===== config.mk =====
export PLATFORM = sky130hd
export DESIGN_NAME = base64url_stream_decoder
export DESIGN_NICKNAME = d
export VERILOG_FILES = /design/src/rtl/b64u_pkg.sv /design/src/rtl/base64url_stream_decoder.sv
export SDC_FILE = /design/constraint.sdc
export NUM_CORES = 1
export LEC_CHECK = 0
export ABC_AREA = 1
export BUFFER_PORTS_ARGS = -buffer_cell sky130_fd_sc_hd__clkbuf_2
export CAP_MARGIN = 20
export CORE_ASPECT_RATIO = 0.6
export CORE_MARGIN = 3
export CORE_UTILIZATION = 42
export CTS_CLUSTER_DIAMETER = 30
export CTS_CLUSTER_SIZE = 24
export DETAILED_ROUTE_END_ITERATION = 8
export GPL_TIMING_DRIVEN = 0
export PLACE_DENSITY = 0.62
export SYNTH_ARGS = -nofsm -noshare
export SYNTH_HDL_FRONTEND = slang
export SYNTH_SLANG_ARGS = --single-unit

===== constraint.sdc =====
create_clock -name clk -period 8 [get_ports clk]
set_input_delay 1.6 -clock clk [delete_from_list [all_inputs] [get_ports clk]]
set_output_delay 1.6 -clock clk [all_outputs]
set_load 0.1 [all_outputs]

===== src/rtl/b64u_pkg.sv =====
`default_nettype none

package b64u_pkg;

  // Longest message in characters before status reports too long
  localparam int unsigned MaxCharsDefault = 65536;

  // Field widths
  localparam int unsigned CharW   = 8;
  localparam int unsigned ByteW   = 8;
  localparam int unsigned StatusW = 2;
  localparam int unsigned LenW    = 16;
  localparam int unsigned SymW    = 7;

  // Packed result word: data_byte, status, decoded_length, zero fill
  localparam int unsigned OutFieldW = ByteW + StatusW + LenW;
  localparam int unsigned OutDataW  = ((OutFieldW + 7) / 8) * 8;

  // Symbol codes beyond the 6-bit alphabet
  localparam logic [SymW-1:0] SymPad = 7'd64;
  localparam logic [SymW-1:0] SymBad = 7'd65;

  // Status codes at the end of a message
  typedef enum logic [StatusW-1:0] {
    ST_OK       = 2'd0,
    ST_TOO_LONG = 2'd1,
    ST_BAD_LEN  = 2'd2,
    ST_BAD_CHAR = 2'd3
  } status_t;

  // One result word
  typedef struct packed {
    logic [ByteW-1:0] data_byte;
    logic             byte_valid;
    logic             done_res;
    status_t          status;
    logic [LenW-1:0]  decoded_length;
  } result_t;

  // Map a character to its 6-bit value, the pad code or the bad code
  function automatic logic [SymW-1:0] sym_value(input logic [CharW-1:0] c);
    logic [SymW-1:0] v;
    if (c >= "A" && c <= "Z") begin
      v = SymW'(c - 8'd65);
    end else if (c >= "a" && c <= "z") begin
      v = SymW'(c - 8'd97 + 8'd26);
    end else if (c >= "0" && c <= "9") begin
      v = SymW'(c - 8'd48 + 8'd52);
    end else if (c == "-") begin
      v = 7'd62;
    end else if (c == "_") begin
      v = 7'd63;
    end else if (c == "=") begin
      v = SymPad;
    end else begin
      v = SymBad;
    end
    return v;
  endfunction

endpackage

`default_nettype wire


===== src/rtl/base64url_stream_decoder.sv =====
`default_nettype none

// Channel  Dir  Ports                      Contents
// -------  ---  -------------------------  ----------------------------------------
// in_      in   tvalid tready tdata tlast  one base64url character, last of message
// out_     out  tvalid tready tdata tuser  decoded byte and/or end-of-message report
//                 tlast
//
// One input word is taken per cycle while in_tready is high; its result is registered
// in the output or skid register. The decode state (bit accumulator, pad and length
// counters) is updated in the same cycle the word is accepted.
// Reset (rst_n low, synchronous) clears all decode state and the output stage valid flags.
// A two-entry output stage (output register plus skid register) lets input run
// while a result waits; in_tready drops only when both entries are full.
module base64url_stream_decoder #(
  parameter int unsigned MAX_CHARS = b64u_pkg::MaxCharsDefault
) (
  input  wire logic                        clk,
  input  wire logic                        rst_n,
  input  wire logic                        in_tvalid,
  output logic                             in_tready,
  input  wire logic [b64u_pkg::CharW-1:0]  in_tdata,   // [7:0] in_char
  input  wire logic                        in_tlast,   // last
  output logic                             out_tvalid,
  input  wire logic                        out_tready,
  output logic [b64u_pkg::OutDataW-1:0]    out_tdata,  // [7:0] data_byte, [9:8] status,
                                                       // [25:10] decoded_length, rest 0
  output logic                             out_tuser,  // byte_valid
  output logic                             out_tlast   // done_res
);
  import b64u_pkg::*;

  localparam int unsigned CntW = $clog2(MAX_CHARS + 2);
  localparam logic [CntW-1:0] MaxCnt = CntW'(MAX_CHARS);

  // Decode state
  logic [5:0]      res_bits_r, res_bits_nxt;
  logic [2:0]      res_cnt_r, res_cnt_nxt;
  logic [1:0]      pads_r, pads_nxt;
  logic [CntW-1:0] char_cnt_r, char_cnt_nxt;
  logic [1:0]      phase_r, phase_nxt;
  logic            err_r, err_nxt;

  // Output stage
  logic    out_valid_r, skid_valid_r;
  result_t out_r, skid_r;

  logic            in_acc;
  logic [SymW-1:0] sym;
  logic            too_long;
  logic [11:0]     acc;
  logic [3:0]      nbits;
  logic [3:0]      nleft;
  logic            have_byte;
  logic [7:0]      byte_val;
  logic [1:0]      total_mod;
  logic [CntW-1:0] dcnt;
  logic [CntW-1:0] dquad;
  logic [LenW-1:0] len;
  status_t         st;
  result_t         res;
  logic            res_valid;
  logic            out_load;

  assign in_tready = !skid_valid_r;
  assign in_acc    = in_tvalid && in_tready;
  assign sym       = sym_value(in_tdata);

  // Compute next decode state and the result for the incoming word
  always_comb begin
    res_bits_nxt = res_bits_r;
    res_cnt_nxt  = res_cnt_r;
    pads_nxt     = pads_r;
    phase_nxt    = phase_r;
    err_nxt      = err_r;
    have_byte    = 1'b0;
    byte_val     = '0;

    char_cnt_nxt = (char_cnt_r <= MaxCnt) ? char_cnt_r + 1'b1 : char_cnt_r;
    too_long     = char_cnt_nxt > MaxCnt;

    acc   = {res_bits_r, sym[5:0]};
    nbits = {1'b0, res_cnt_r} + 4'd6;
    nleft = (nbits >= 4'd8) ? nbits - 4'd8 : nbits;

    if (sym == SymPad) begin
      if (pads_r >= 2'd2) begin
        err_nxt   = 1'b1;
        phase_nxt = phase_r + 2'd1;
      end else begin
        pads_nxt = pads_r + 2'd1;
      end
    end else if (sym == SymBad) begin
      err_nxt   = 1'b1;
      phase_nxt = phase_r + 2'd1 + pads_r;
      pads_nxt  = '0;
    end else begin
      // Data character: a pad before it is misplaced
      if (pads_r != 2'd0) begin
        err_nxt = 1'b1;
      end
      phase_nxt = phase_r + 2'd1 + pads_r;
      pads_nxt  = '0;
      if (!err_r && pads_r == 2'd0 && !too_long) begin
        if (nbits >= 4'd8) begin
          have_byte = 1'b1;
          byte_val  = 8'(acc >> nleft);
        end
        res_cnt_nxt  = nleft[2:0];
        res_bits_nxt = acc[5:0] & ~(6'h3f << nleft);
      end
    end

    // End-of-message status and length
    total_mod = phase_nxt + pads_nxt;
    dcnt      = char_cnt_nxt - CntW'(pads_nxt);
    dquad     = dcnt >> 2;
    len       = '0;
    if (too_long) begin
      st = ST_TOO_LONG;
    end else if (char_cnt_nxt < CntW'(2) || (pads_nxt != 2'd0 && total_mod != 2'd0) ||
                 phase_nxt == 2'd1) begin
      st = ST_BAD_LEN;
    end else if (err_nxt) begin
      st = ST_BAD_CHAR;
    end else begin
      st  = ST_OK;
      len = LenW'(dquad) + LenW'({dquad, 1'b0}) +
            ((dcnt[1:0] != 2'd0) ? LenW'(dcnt[1:0] - 2'd1) : LenW'(0));
    end

    res.data_byte      = byte_val;
    res.byte_valid     = have_byte;
    res.done_res       = in_tlast;
    res.status         = in_tlast ? st : ST_OK;
    res.decoded_length = in_tlast ? len : '0;
    res_valid          = in_acc && (have_byte || in_tlast);
  end

  // Advance decode state; clear it after the last word of a message
  always_ff @(posedge clk) begin
    if (!rst_n) begin
      res_bits_r <= '0;
      res_cnt_r  <= '0;
      pads_r     <= '0;
      char_cnt_r <= '0;
      phase_r    <= '0;
      err_r      <= 1'b0;
    end else if (in_acc) begin
      if (in_tlast) begin
        res_bits_r <= '0;
        res_cnt_r  <= '0;
        pads_r     <= '0;
        char_cnt_r <= '0;
        phase_r    <= '0;
        err_r      <= 1'b0;
      end else begin
        res_bits_r <= res_bits_nxt;
        res_cnt_r  <= res_cnt_nxt;
        pads_r     <= pads_nxt;
        char_cnt_r <= char_cnt_nxt;
        phase_r    <= phase_nxt;
        err_r      <= err_nxt;
      end
    end
  end

  // Output register with skid: refill from skid first, else from the new word
  assign out_load = out_tready || !out_valid_r;

  always_ff @(posedge clk) begin
    if (!rst_n) begin
      out_valid_r  <= 1'b0;
      skid_valid_r <= 1'b0;
    end else if (out_load) begin
      if (skid_valid_r) begin
        out_valid_r  <= 1'b1;
        skid_valid_r <= 1'b0;
      end else begin
        out_valid_r <= res_valid;
      end
    end else if (res_valid) begin
      skid_valid_r <= 1'b1;
    end
  end

  // Hold payload words; no reset needed
  always_ff @(posedge clk) begin
    if (out_load) begin
      out_r <= skid_valid_r ? skid_r : res;
    end
    if (!out_load && res_valid) begin
      skid_r <= res;
    end
  end

  assign out_tvalid = out_valid_r;
  assign out_tuser  = out_r.byte_valid;
  assign out_tlast  = out_r.done_res;
  assign out_tdata  = OutDataW'({out_r.decoded_length, out_r.status, out_r.data_byte});

endmodule

`default_nettype wire


==> reports/results.ini <==
[floorplanning]
core_mm2 = 0.0164
die_h_um = 107
io_pins = 49
die_x_um = 174
dieArea_mm2 = 0.0186
row_count = 36
start_util_pct = 43.4

[synth]
ys_seq_area_share_pct = 32.6
synthCells = 950
syn_area_mm2 = 0.00712
synth.ff_latch_count = 88
synth-edff-count = 56
synth_top_area_share_pct = 23.6
synth.distinct_cells = 52
synth_area_per_cell_um2 = 7.50
synthFlopType = edfxtp_1
synth_largest_area_cell = edfxtp_1
ys_async_sr_fraction_pct = 0
synthTopCellsByArea = edfxtp_1 24%, nand2_1 13%, dfxtp_1 9.0%
ys_warn_count = 0

[clock_tree]
clockRootBuffer = clkbuf_16
postCtsHoldBufs = 0
cts_buffer_depth = 2
insertion_delay_ns = 0.34
clock_sinks = 88
cts_tree = built
cts_buffers = 9
cts.reportedPaths.clkPinSlew_ns = 0.07
htree_num_levels = 3

[critical_path]
start_kind = primary input
crit_top_cell = nand2_1
path_buf_inv = 8
cp_top_family = simple AND/OR/NAND/NOR gates
critical_path_class = in2reg
cp_max_fo = 10
end_kind = flip-flop
slowest_stage = ha_1
cp_data_required_time_ns = 8.08
crit_path_max_incr_delay_ns = 0.33
rrSetupSlack_ns = 2.12
cp.arrival_ns = 7.34

[global_routing]
grt_max_degree = 20
track_usage_pct = 18.2
overflow = 0
antenna_found_initial = 0
grt_pass1_wl_mm = 27.8
grt_pass1_vias = 5581

[detailed_routing]
ant_nets = 0
drt_iter0_drc = 466
via_per_inst = 4.96
drt_wl_total_mm = 16.5
dr_total_vias = 6232
firstDrtPassIters = 5
drcViolationCount = 0
wl_per_cell_um = 13.1

[sta]
period_minus_slack_ns = 7.27
layout_setup_ws_ns = 0.734
hold_viol = 0
setup_violations = 0
maxClockFrequency_ghz = 0.138
post-route-period-util_pct = 90.8
worstMarginPinSlew_ns = 0.877
slew_headroom_pct = 41.1
whs_ns = 0.469
finClkSkew_ns = 0.00861
slew_violations = 0

[place]
dp_slack_ns = 0.255
io_buffers = 40
dp_hpwl_mm = 12.9
gp_congestion = 0.913
dp_cells = 1238

[finish]
postLayoutCoreUtil_pct = 49.3
drive_gt1_share_pct = 14.8
nFillCells = 1656
finalNonFillerCells = 1256
n_antenna_cell = 0
final_nets = 1088
syn_to_final_growth_pct = 13.5

[power]
p_leak_uw = 0.00389
cellPowerDensity_mw_per_mm2 = 162
peakVddDrop_uv = 96.5

[min_path]
hold_path_class = reg2reg

[job]
max_cap_viol_count = 0

[run_status]
outcome = completed

-- tightest hold or removal path, stage by stage, from the launching register on --
cell     delay [ns]
dfxtp_1        0.31
nand2_1        0.06
a21oi_1        0.05
-- synthesized netlist by cell type, types with 5 or more instances --
| cell | instances |
|---|---|
| inv_2 | 11 |
| inv_1 | 120 |
| o21ai_1 | 23 |
| xnor2_1 | 5 |
| nor3_1 | 17 |
| ha_1 | 37 |
| o21ai_2 | 7 |
| clkbuf_1 | 15 |
| xor2_1 | 36 |
| buf_4 | 10 |
| nand2_2 | 13 |
| nor2_2 | 10 |
| dfxtp_1 | 32 |
| a21oi_1 | 48 |
| nor2_1 | 70 |
| nand3_1 | 63 |
| fa_1 | 15 |
| nand2_1 | 240 |
| nor2_4 | 9 |
| nand4_1 | 25 |
| edfxtp_1 | 56 |
| o21ai_0 | 29 |
-- path summary, 6_finish.rpt --
check	startpoint	end	cells past startpoint
worst max-delay path	in_tdata[2]	out_tdata[22]$_DFFE_PP_	44
worst min-delay path	res_cnt_r[2]$_SDFFE_PN0P_	res_cnt_r[2]$_SDFFE_PN0P_	2
worst max register to register	char_cnt_r[0]$_SDFFE_PN0P_	out_tdata[22]$_DFFE_PP_	38
worst min register to register	res_cnt_r[2]$_SDFFE_PN0P_	res_cnt_r[2]$_SDFFE_PN0P_	2
-- what timing repair did --
action                                  CTS  global route
hold endpoints to repair                  0             0
resized for setup                         0             8
buffers inserted                          0             2
endpoints found under the setup margin    0             2
-- sequential cells by signal, indices dropped and copies added, names as in the netlist --
signal,cells
out_tdata,26
out_tuser,1
pads_r,2
skid_valid_r,1
err_r,1
skid_r,28
char_cnt_r,17
out_tvalid,1
phase_r,2
out_tlast,1
res_bits_r,6
res_cnt_r,2
-- final cells by class --
type | count | area, um^2 | area share, %
buffer | 32 | 196 | 2.43
clock buffer | 10 | 239 | 2.96
clock inverter | 6 | 57.6 | 0.712
inverter | 136 | 517 | 6.39
multi-input combinational | 712 | 4200 | 51.9
sequential | 88 | 2320 | 28.7
tap | 228 | 285 | 3.53
timing repair buffer | 44 | 270 | 3.34
-- logic make-up after synthesis --
logic type / share of synthesized area, %
compound gates: 10.6
xor+xnor: 5.27
fa+ha+maj: 10.7
buf+inv: 9.93
flops: 32.6
other cells: 0.105
simple gates: 30.8
-- power by group --
group	switching, uW	internal [uW]
sequential	6.55	502
combinational	285	94.3
clock	198	228
-- layout by cell type (no fill, tap or decap), types with 4 or more instances in the layout --
master / instances
nand4_1: 25
inv_1: 120
nor2_1: 68
clkbuf_16: 9
xnor2_1: 5
nor2_4: 11
nand2_4: 4
o21ai_0: 29
inv_6: 4
nand3b_1: 4
nand3_1: 63
ha_1: 36
fa_1: 15
nor3_1: 17
conb_1: 20
edfxtp_1: 56
clkbuf_1: 15
a21oi_1: 48
inv_2: 11
nor2_2: 10
buf_4: 12
nand2_2: 14
xor2_1: 36
dfxtp_1: 32
o21ai_2: 7
nand2_1: 239
clkbuf_2: 40
o21ai_1: 23
-- per-layer routing --
metal	wire (um)	part of all wire, %	global-route usage (%)	up-vias
met2	6500	39	26.1	159
met4	72	0.44	2.29	0
met3	981	5.9	3.08	9
li1	-	-	-	3218
met5	0	0	0	-
met1	8940	54	29.0	2846
-- stage by stage --
step / cell area (um^2) / total power [uW] / setup TNS (ns)
floorplan: 7190 / 824 / 0
CTS: 8030 / 1320 / 0
finish: 8080 / 1310 / 0
detailed placement: 7730 / 891 / 0
global route: 8080 / 1380 / -0.0153
global placement: 7670 / 886 / 0
Power figures use the tool's default switching activity.
